## config.mk

```make
export PLATFORM = sky130hd
export DESIGN_NAME = log_return_stream_core
export DESIGN_NICKNAME = d
export VERILOG_FILES = /design/src/hw/rtl/lrs_pkg.sv /design/src/hw/rtl/lrs_datapath.sv /design/src/hw/rtl/lrs_ctrl.sv /design/src/hw/rtl/log_return_stream_core.sv
export SDC_FILE = /design/constraint.sdc
export NUM_CORES = 2
export LEC_CHECK = 0
export BUFFER_PORTS_ARGS = -buffer_cell sky130_fd_sc_hd__buf_2
export CAP_MARGIN = 20
export CORE_UTILIZATION = 60
export DETAILED_ROUTE_END_ITERATION = 7
export PLACE_DENSITY = 0.77
export REMOVE_ABC_BUFFERS = 1
export SKIP_LAST_GASP = 1
export SLEW_MARGIN = 20
export SYNTH_ARGS = -nofsm -noshare
export SYNTH_HDL_FRONTEND = slang
export SYNTH_HIERARCHICAL = 1
export SYNTH_SLANG_ARGS = --single-unit
```

## constraint.sdc

```tcl
create_clock -name clk -period 10.5 [get_ports clk]
set_input_delay 1.575 -clock clk [delete_from_list [all_inputs] [get_ports clk]]
set_output_delay 1.575 -clock clk [all_outputs]
set_load 0.05 [all_outputs]
```

## src/hw/rtl/lrs_pkg.sv

```systemverilog
// Shared types, widths and constants for the log return stream core.
// Used by lrs_ctrl, lrs_datapath and log_return_stream_core; no dependencies.
package lrs_pkg;

  localparam int PRICE_W  = 32;
  localparam int FRAC_W   = 24;
  localparam int INT_W    = 8;
  localparam int RATIO_W  = INT_W + FRAC_W;
  localparam int XW       = RATIO_W + 1;
  localparam int PROD_W   = 2 * RATIO_W;
  localparam int SQ_W     = PROD_W - FRAC_W;
  localparam int SPLIT_W  = SQ_W / 2;
  localparam int LO_W     = SPLIT_W + RATIO_W;
  localparam int WIDE_W   = LO_W + SPLIT_W;
  localparam int M3_W     = SQ_W + RATIO_W - FRAC_W;
  localparam int SUM_W    = M3_W + 2;
  localparam int OUT_W    = 32;
  localparam int DIGIT_W  = 4;
  localparam int D3_STEPS = M3_W / DIGIT_W;
  localparam int CNT_W    = $clog2(RATIO_W);

  // floor(v/3) for v < 48 as (v * 43) >> 7
  localparam int DIV3_MUL = 43;
  localparam int DIV3_SH  = 7;

  localparam logic [CNT_W-1:0] DIV_LAST = CNT_W'(RATIO_W - 1);
  localparam logic [CNT_W-1:0] D3_LAST  = CNT_W'(D3_STEPS - 1);

  localparam logic [XW-1:0] RATIO_ONE = XW'(1 << FRAC_W);

  localparam logic signed [SUM_W-1:0] SUM_MAX = SUM_W'(64'sd2147483647);
  localparam logic signed [SUM_W-1:0] SUM_MIN = SUM_W'(-64'sd2147483648);

  localparam logic [1:0] ST_OK   = 2'd0;
  localparam logic [1:0] ST_SAT  = 2'd1;
  localparam logic [1:0] ST_DIV0 = 2'd2;

  typedef enum logic [3:0] {
    S_IDLE,
    S_CHECK,
    S_DIV,
    S_X,
    S_SQ,
    S_MLO,
    S_MHI,
    S_ACC,
    S_DIV3,
    S_SUM,
    S_EMIT
  } state_t;

  typedef struct packed {
    logic load;
    logic clamp;
    logic zero_res;
    logic div_step;
    logic form_x;
    logic mul_sq;
    logic mul_lo;
    logic mul_hi;
    logic acc;
    logic d3_step;
    logic sum;
    logic emit;
  } dp_cmd_t;

  typedef struct packed {
    logic skip;
    logic prev_zero;
    logic too_big;
  } dp_stat_t;

endpackage

```

## src/hw/rtl/lrs_datapath.sv

```systemverilog
// Datapath: stored price, radix-2 ratio divider, shared multiplier,
// divide-by-3 digit unit and final sum with clamp. Depends on lrs_pkg.
module lrs_datapath (
  input  logic                         clk,
  input  logic                         rst,
  input  lrs_pkg::dp_cmd_t             cmd,
  output lrs_pkg::dp_stat_t            stat,
  input  logic [lrs_pkg::PRICE_W-1:0]  price,
  input  logic                         new_series,
  output logic [lrs_pkg::OUT_W-1:0]    res,
  output logic [1:0]                   res_status
);

  logic [lrs_pkg::PRICE_W-1:0] previous_price;
  logic                        have_previous;
  logic [lrs_pkg::PRICE_W-1:0] cur;
  logic [lrs_pkg::PRICE_W-1:0] prev;
  logic                        skip;
  logic [lrs_pkg::PRICE_W-1:0] rem;
  logic [lrs_pkg::RATIO_W-1:0] dsr;
  logic [lrs_pkg::RATIO_W-1:0] quot;
  logic                        sat;
  logic [lrs_pkg::XW-1:0]      x;
  logic [lrs_pkg::RATIO_W-1:0] ax;
  logic                        xneg;
  logic [lrs_pkg::PROD_W-1:0]  prod;
  logic [lrs_pkg::SQ_W-1:0]    s2;
  logic [lrs_pkg::LO_W-1:0]    plo;
  logic [lrs_pkg::M3_W-1:0]    m3;
  logic [lrs_pkg::M3_W-1:0]    t3;
  logic [1:0]                  d3r;

  logic [lrs_pkg::PRICE_W:0]     div_r2;
  logic                          div_ge;
  logic [lrs_pkg::PRICE_W:0]     div_diff;
  logic [lrs_pkg::XW-1:0]        x_c;
  logic [lrs_pkg::RATIO_W-1:0]   ax_c;
  logic [lrs_pkg::RATIO_W-1:0]   mul_a;
  logic [lrs_pkg::PROD_W-1:0]    mul_p;
  logic [lrs_pkg::WIDE_W-1:0]    wide;
  logic [5:0]                    d3_v;
  logic [11:0]                   d3_prod;
  logic [lrs_pkg::DIGIT_W-1:0]   d3_q;
  logic [5:0]                    d3_rem;
  logic signed [lrs_pkg::SUM_W-1:0] x_ext;
  logic signed [lrs_pkg::SUM_W-1:0] s2_half;
  logic signed [lrs_pkg::SUM_W-1:0] t3_ext;
  logic signed [lrs_pkg::SUM_W-1:0] sum_c;

  assign stat.skip      = skip;
  assign stat.prev_zero = (prev == '0);
  assign stat.too_big   = {{lrs_pkg::INT_W{1'b0}}, cur} >= {prev, {lrs_pkg::INT_W{1'b0}}};

  assign div_r2   = {rem, dsr[lrs_pkg::RATIO_W-1]};
  assign div_ge   = div_r2 >= {1'b0, prev};
  assign div_diff = div_r2 - {1'b0, prev};

  assign x_c  = {1'b0, quot} - lrs_pkg::RATIO_ONE;
  assign ax_c = x_c[lrs_pkg::XW-1] ? (~x_c[lrs_pkg::RATIO_W-1:0] + 1'b1)
                                   : x_c[lrs_pkg::RATIO_W-1:0];

  always_comb begin
    priority if (cmd.mul_lo) begin
      mul_a = {{(lrs_pkg::RATIO_W-lrs_pkg::SPLIT_W){1'b0}},
               prod[lrs_pkg::FRAC_W +: lrs_pkg::SPLIT_W]};
    end else if (cmd.mul_hi) begin
      mul_a = {{(lrs_pkg::RATIO_W-lrs_pkg::SPLIT_W){1'b0}},
               s2[lrs_pkg::SQ_W-1:lrs_pkg::SPLIT_W]};
    end else begin
      mul_a = ax;
    end
  end

  assign mul_p = lrs_pkg::PROD_W'(mul_a) * lrs_pkg::PROD_W'(ax);

  assign wide = {prod[lrs_pkg::LO_W-1:0], {lrs_pkg::SPLIT_W{1'b0}}}
              + {{lrs_pkg::SPLIT_W{1'b0}}, plo};

  // one base-16 digit of m3/3 per step
  assign d3_v    = {d3r, m3[lrs_pkg::M3_W-1 -: lrs_pkg::DIGIT_W]};
  assign d3_prod = {6'd0, d3_v} * 12'(lrs_pkg::DIV3_MUL);
  assign d3_q    = d3_prod[lrs_pkg::DIV3_SH +: lrs_pkg::DIGIT_W];
  assign d3_rem  = d3_v - {1'b0, d3_q, 1'b0} - {2'b00, d3_q};

  assign x_ext   = {{(lrs_pkg::SUM_W-lrs_pkg::XW){x[lrs_pkg::XW-1]}}, x};
  assign s2_half = {{(lrs_pkg::SUM_W-lrs_pkg::SQ_W+1){1'b0}}, s2[lrs_pkg::SQ_W-1:1]};
  assign t3_ext  = {{(lrs_pkg::SUM_W-lrs_pkg::M3_W){1'b0}}, t3};
  assign sum_c   = xneg ? (x_ext - s2_half - t3_ext) : (x_ext - s2_half + t3_ext);

  always_ff @(posedge clk) begin
    if (rst) begin
      previous_price <= '0;
      have_previous  <= 1'b0;
    end else if (cmd.load) begin
      previous_price <= price;
      have_previous  <= 1'b1;
    end
  end

  always_ff @(posedge clk) begin
    if (cmd.load) begin
      cur  <= price;
      prev <= previous_price;
      skip <= new_series | ~have_previous;
      rem  <= {{lrs_pkg::INT_W{1'b0}}, price[lrs_pkg::PRICE_W-1:lrs_pkg::INT_W]};
      dsr  <= {price[lrs_pkg::INT_W-1:0], {lrs_pkg::FRAC_W{1'b0}}};
      quot <= '0;
      sat  <= 1'b0;
    end
    if (cmd.clamp) begin
      quot <= '1;
      sat  <= 1'b1;
    end
    if (cmd.div_step) begin
      dsr  <= {dsr[lrs_pkg::RATIO_W-2:0], 1'b0};
      quot <= {quot[lrs_pkg::RATIO_W-2:0], div_ge};
      rem  <= div_ge ? div_diff[lrs_pkg::PRICE_W-1:0] : div_r2[lrs_pkg::PRICE_W-1:0];
    end
    if (cmd.form_x) begin
      x    <= x_c;
      ax   <= ax_c;
      xneg <= x_c[lrs_pkg::XW-1];
    end
    if (cmd.mul_sq || cmd.mul_lo || cmd.mul_hi) begin
      prod <= mul_p;
    end
    if (cmd.mul_lo) begin
      s2 <= prod[lrs_pkg::FRAC_W +: lrs_pkg::SQ_W];
    end
    if (cmd.mul_hi) begin
      plo <= prod[lrs_pkg::LO_W-1:0];
    end
    if (cmd.acc) begin
      m3  <= wide[lrs_pkg::FRAC_W +: lrs_pkg::M3_W];
      t3  <= '0;
      d3r <= 2'b00;
    end
    if (cmd.d3_step) begin
      m3  <= {m3[lrs_pkg::M3_W-lrs_pkg::DIGIT_W-1:0], {lrs_pkg::DIGIT_W{1'b0}}};
      t3  <= {t3[lrs_pkg::M3_W-lrs_pkg::DIGIT_W-1:0], d3_q};
      d3r <= d3_rem[1:0];
    end
    if (cmd.zero_res) begin
      res        <= '0;
      res_status <= lrs_pkg::ST_DIV0;
    end
    if (cmd.sum) begin
      if (sum_c > lrs_pkg::SUM_MAX) begin
        res        <= lrs_pkg::SUM_MAX[lrs_pkg::OUT_W-1:0];
        res_status <= lrs_pkg::ST_SAT;
      end else if (sum_c < lrs_pkg::SUM_MIN) begin
        res        <= lrs_pkg::SUM_MIN[lrs_pkg::OUT_W-1:0];
        res_status <= lrs_pkg::ST_SAT;
      end else begin
        res        <= sum_c[lrs_pkg::OUT_W-1:0];
        res_status <= sat ? lrs_pkg::ST_SAT : lrs_pkg::ST_OK;
      end
    end
  end

endmodule

```

## src/hw/rtl/lrs_ctrl.sv

```systemverilog
// Controller: sequences one request through divide, multiply, divide-by-3
// and sum steps, and hands the result to the output stage. Depends on lrs_pkg.
module lrs_ctrl (
  input  logic              clk,
  input  logic              rst,
  input  logic              item_valid,
  output logic              item_stall,
  input  lrs_pkg::dp_stat_t stat,
  input  logic              out_free,
  output lrs_pkg::dp_cmd_t  cmd
);

  lrs_pkg::state_t           state;
  lrs_pkg::state_t           state_next;
  logic [lrs_pkg::CNT_W-1:0] cnt;
  logic [lrs_pkg::CNT_W-1:0] cnt_next;

  always_ff @(posedge clk) begin
    if (rst) begin
      state <= lrs_pkg::S_IDLE;
      cnt   <= '0;
    end else begin
      state <= state_next;
      cnt   <= cnt_next;
    end
  end

  always_comb begin
    state_next = state;
    cnt_next   = cnt;
    cmd        = '0;
    item_stall = 1'b1;
    unique case (state)
      lrs_pkg::S_IDLE: begin
        item_stall = 1'b0;
        if (item_valid) begin
          cmd.load   = 1'b1;
          state_next = lrs_pkg::S_CHECK;
        end
      end
      lrs_pkg::S_CHECK: begin
        priority if (stat.skip) begin
          state_next = lrs_pkg::S_IDLE;
        end else if (stat.prev_zero) begin
          cmd.zero_res = 1'b1;
          state_next   = lrs_pkg::S_EMIT;
        end else if (stat.too_big) begin
          cmd.clamp  = 1'b1;
          state_next = lrs_pkg::S_X;
        end else begin
          cnt_next   = lrs_pkg::DIV_LAST;
          state_next = lrs_pkg::S_DIV;
        end
      end
      lrs_pkg::S_DIV: begin
        cmd.div_step = 1'b1;
        if (cnt == '0) begin
          state_next = lrs_pkg::S_X;
        end else begin
          cnt_next = cnt - 1'b1;
        end
      end
      lrs_pkg::S_X: begin
        cmd.form_x = 1'b1;
        state_next = lrs_pkg::S_SQ;
      end
      lrs_pkg::S_SQ: begin
        cmd.mul_sq = 1'b1;
        state_next = lrs_pkg::S_MLO;
      end
      lrs_pkg::S_MLO: begin
        cmd.mul_lo = 1'b1;
        state_next = lrs_pkg::S_MHI;
      end
      lrs_pkg::S_MHI: begin
        cmd.mul_hi = 1'b1;
        state_next = lrs_pkg::S_ACC;
      end
      lrs_pkg::S_ACC: begin
        cmd.acc    = 1'b1;
        cnt_next   = lrs_pkg::D3_LAST;
        state_next = lrs_pkg::S_DIV3;
      end
      lrs_pkg::S_DIV3: begin
        cmd.d3_step = 1'b1;
        if (cnt == '0) begin
          state_next = lrs_pkg::S_SUM;
        end else begin
          cnt_next = cnt - 1'b1;
        end
      end
      lrs_pkg::S_SUM: begin
        cmd.sum    = 1'b1;
        state_next = lrs_pkg::S_EMIT;
      end
      lrs_pkg::S_EMIT: begin
        if (out_free) begin
          cmd.emit   = 1'b1;
          state_next = lrs_pkg::S_IDLE;
        end
      end
      default: begin
        state_next = lrs_pkg::S_IDLE;
      end
    endcase
  end

  a_accept_check: assert property (@(posedge clk) disable iff (rst)
    (item_valid && !item_stall) |=> (state == lrs_pkg::S_CHECK))
    else $error("accepted request did not enter check");

  a_div_len: assert property (@(posedge clk) disable iff (rst)
    (state == lrs_pkg::S_DIV && cnt == '0) |=> (state == lrs_pkg::S_X))
    else $error("divider did not hand over after last step");

  a_emit_free: assert property (@(posedge clk) disable iff (rst)
    cmd.emit |-> out_free)
    else $error("result loaded into a full output stage");

  a_d3_bound: assert property (@(posedge clk) disable iff (rst)
    (state == lrs_pkg::S_DIV3) |-> (cnt <= lrs_pkg::D3_LAST))
    else $error("divide-by-3 step count out of range");

endmodule

```

## src/hw/rtl/log_return_stream_core.sv

```systemverilog
// Log return stream core: a request passes check, the 32-step radix-2 ratio
// divider, multiplies, the 12-step divide-by-3 and sum; a clamped ratio skips
// the divider, a zero previous price skips to the output, and a request giving
// no result ends at check. No new request is taken until the FSM is idle again.
// The output register frees the controller while a result waits.
// Synchronous reset clears the stored price, its flag, the FSM and result_valid.
module log_return_stream_core (
  input  logic                               clk,
  input  logic                               rst,
  input  logic                               item_valid,
  output logic                               item_stall,
  input  logic [lrs_pkg::PRICE_W-1:0]        price,
  input  logic                               new_series,
  output logic                               result_valid,
  input  logic                               result_stall,
  output logic signed [lrs_pkg::OUT_W-1:0]   log_return,
  output logic [1:0]                         status
);

  lrs_pkg::dp_cmd_t            cmd;
  lrs_pkg::dp_stat_t           stat;
  logic [lrs_pkg::OUT_W-1:0]   res;
  logic [1:0]                  res_status;
  logic                        out_free;

  assign out_free = ~result_valid | ~result_stall;

  lrs_ctrl u_ctrl (
    .clk        (clk),
    .rst        (rst),
    .item_valid (item_valid),
    .item_stall (item_stall),
    .stat       (stat),
    .out_free   (out_free),
    .cmd        (cmd)
  );

  lrs_datapath u_datapath (
    .clk        (clk),
    .rst        (rst),
    .cmd        (cmd),
    .stat       (stat),
    .price      (price),
    .new_series (new_series),
    .res        (res),
    .res_status (res_status)
  );

  always_ff @(posedge clk) begin
    if (rst) begin
      result_valid <= 1'b0;
    end else if (cmd.emit) begin
      result_valid <= 1'b1;
    end else if (!result_stall) begin
      result_valid <= 1'b0;
    end
  end

  always_ff @(posedge clk) begin
    if (cmd.emit) begin
      log_return <= res;
      status     <= res_status;
    end
  end

endmodule

```

==> impl_metrics.py <==
metrics = {
    "global_routing": {
        "grt_use_total_pct": 31.5,
        "grt_max_degree": 74,
        "grt_pass1_vias": 48100,
        "grt_pass1_wl_um": 265000,
        "grt.overflow.total": 0,
        "antenna_found_initial": 8,
    },
    "critical_path": {
        "end_kind": "register",
        "cp.required_ns": 10.85,
        "crit_top_cell": "fa_1",
        "ff2ff_setup_slack_ns": 0.43,
        "cpPeakStageDelay_ns": 0.59,
        "start_kind": "register",
        "arrival_ns": 10.42,
        "reg2reg_from": "u_ctrl/state[2]",
        "criticalPathCategory": "register to register",
        "startpoint": "u_ctrl/state[2]",
        "critPathTopFamily": "adder cells",
        "crit_slowest_cell": "dfxtp_1",
        "crit_fanout": 12,
        "cp_num_buf_inv": 6,
    },
    "yosys": {
        "synth_ff_type": "edfxtp_1",
        "yosys.area_share.simple_pct": 15.3,
        "ys_async_sr_fraction_pct": 0,
        "synthAdderAreaFrac_pct": 37.3,
        "synth_top_family_by_area": "adder cells",
        "synth-xor-area-share_pct": 3.92,
        "ys_warn_count": 6,
        "syn_inst": 6538,
        "postSynthAreaPerCell_sq_um": 9.83,
        "synth-edff-count": 498,
        "synth_compound_area_share_pct": 8.85,
        "syn_area_sq_um": 64300,
        "ys_ff_latch": 546,
        "seq_area_frac_synth_pct": 24.8,
        "ys_types": 101,
        "muxShareOfSynthArea_pct": 1.43,
    },
    "finish": {
        "syn_to_final_growth_pct": 6.03,
        "num_antenna_cells": 0,
        "layout-drive-gt1-share_pct": 5.88,
        "seq_area_sq_um": 15900,
        "multi_input_area_sq_um": 43200,
        "fin_area_sq_um": 68100,
        "final_net_count": 7881,
        "stdcell_count": 7901,
        "nFillCells": 8378,
    },
    "status": {
        "status": "finished, final reports clean",
    },
    "timing": {
        "skew_ns": 0.0449,
        "period_share_pct": 95.9,
        "timing.final.crit_period_ns": 10.07,
        "fmax_mhz": 99.3,
        "maxSlewViolCount": 0,
        "finalSetupViolCount": 0,
        "rsz0062_at_grt": "false",
        "hold_viol_final": 0,
        "worstMarginPinSlew_ns": 1.16,
        "slew_headroom_pct": 22.5,
        "fin_setup_tns_ns": 0,
    },
    "die": {
        "rows": 119,
        "die_w_um": 329,
        "die-area_sq_um": 108000,
        "io_pins": 73,
        "floorplan.initialDensity_pct": 60.8,
        "die_h_um": 329,
        "fp.coreArea_sq_um": 106000,
    },
    "clocking": {
        "clock-sinks": 546,
        "clk_pin_slew_ns": 0.07,
        "clk_path_buf_depth": 3,
        "cts_root_buffer": "clkbuf_16",
        "cts_buffers": 51,
        "cts_max_level": 2,
        "worstSkewPairLatency_ns": 0.64,
        "cts_tree": "built",
    },
    "routing": {
        "drc": 0,
        "via_per_inst": 6.00,
        "initialDrtViolationCount": 4402,
        "wl_met2_um": 79800,
        "ant_nets": 0,
        "wl_met1_um": 66700,
        "wl_met3_um": 16300,
        "wl_um": 170000,
        "drt_first_pass_iters": 6,
        "wl_per_cell_um": 21.5,
        "via_count": 47400,
        "highest_layer": "met5",
    },
    "hold_path": {
        "hold_start": "u_datapath/prod[53]",
        "hold_path_class": "register to register",
    },
    "job": {
        "maxCapViolCount": 0,
    },
    "placed_design": {
        "port_buffers": 72,
        "dp_cells": 7785,
        "gp_congestion": 0.934,
        "post_dp_cell_area_sq_um": 66100,
        "hpwl_um": 128000,
    },
}
## layout make-up
type,instances,share of cell area [%]
inverters,1091,6.01
well taps,1391,2.55
flip-flops and latches,546,23.4
repair buffers,206,2.15
clock buffers,63,2.09
clock inverters,29,0.481
multi-input cells,4575,63.4
## synthesized netlist by cell type, drive strengths merged, types with 177 or more instances
| master | instances | share of area (%) |
|---|---|---|
| inv | 1089 | 6.4 |
| fa | 903 | 28 |
| nand2 | 684 | 4.0 |
| edfxtp | 498 | 23 |
| and2 | 489 | 4.8 |
| ha | 470 | 9.2 |
| clkbuf | 300 | 1.8 |
| nor2 | 257 | 1.5 |
| a21oi | 243 | 1.9 |
| xnor2 | 189 | 2.6 |
| o21ai | 188 | 1.5 |
| and3 | 177 | 1.7 |
## cell usage in the layout (no fill, tap or decap), drive strengths merged, types with 12 or more instances in the layout
cell type | netlist | routed
o21a | 36 | 36
clkinv | 2 | 21
nand4 | 48 | 48
edfxtp | 498 | 498
a211oi | 27 | 27
or2 | 13 | 13
inv | 1089 | 1092
nand2b | 30 | 30
and3 | 177 | 177
clkbuf | 300 | 63
nand3 | 60 | 60
fa | 903 | 903
mux2 | 12 | 12
o21bai | 33 | 33
buf | 31 | 206
a21o | 136 | 136
ha | 470 | 470
and2 | 489 | 489
dfxtp | 48 | 48
or3 | 16 | 16
xor2 | 98 | 98
mux2i | 78 | 78
nor4 | 25 | 25
nand2 | 684 | 684
o211ai | 14 | 14
a21oi | 243 | 243
nor3 | 65 | 65
or4 | 15 | 15
a31oi | 24 | 24
nor2 | 257 | 260
nor2b | 29 | 29
xnor2 | 189 | 189
o21ai | 188 | 190
o31ai | 54 | 54
## layer usage
| layer | vias to the layer above | track usage, % |
|---|---|---|
| met5 | - | 0 |
| met4 | 6 | 11.9 |
| met3 | 451 | 5.65 |
| met2 | 2278 | 50.9 |
| met1 | 23700 | 42.7 |
| li1 | 21000 | - |
## worst paths after layout
| kind | to | depth (start not counted) |
|---|---|---|
| worst max-delay path | u_datapath/prod[57] | 30 |
| worst max register to register | u_datapath/prod[57] | 30 |
| worst min-delay path | u_datapath/s2[29] | 0 |
| worst min register to register | u_datapath/s2[29] | 0 |
## cells by family (layout without fill, tap and decap cells)
kind of cell,Yosys count,count (layout)
AOI/OAI and AO/OA,875,877
xor gates and xnor gates,287,287
adders and majority gates,1373,1373
buffers and inverters,1422,1389
DFF,546,546
muxes,90,90
and+or+nand+nor,1945,1948
## state kept, by name, summed over array words and instances, names as in the netlist, 2 cells and up
name,flops
u_datapath/dsr,8
u_datapath/quot,32
u_datapath/plo,32
u_datapath/m3,48
u_datapath/prev,32
log_return,32
u_ctrl/state,4
u_datapath/d3r,2
u_datapath/t3,48
u_datapath/s2,39
u_datapath/rem,32
status,2
u_datapath/cur,32
u_datapath/res_status,2
u_datapath/res,32
u_ctrl/cnt,5
u_datapath/ax,31
u_datapath/prod,64
u_datapath/x,33
u_datapath/previous_price,32
## timing repair
| item | CTS | global route |
|---|---|---|
| hold buffers | 0 | 0 |
| buffers inserted | 0 | 18 |
| gates resized for setup | 0 | 9 |
| setup endpoints to repair | 0 | 15 |
## stage by stage
| stage | setup slack (ns) | hold WS [ns] | util (%) |
|---|---|---|---|
| finish | 0.434 | 0.404 | 64.5 |
| global route | 0.0523 | 0.405 | 64.5 |
| CTS | 0.116 | 0.407 | 64.2 |
| detailed placement | 0.141 | 0.405 | 62.6 |
| global placement | 0.322 | 0.404 | 62.6 |
| floorplan | -3.86 | 0.400 | - |
Power is not shown: default switching activity piles up to over one toggle a cycle in this logic, so the estimate is an artifact.
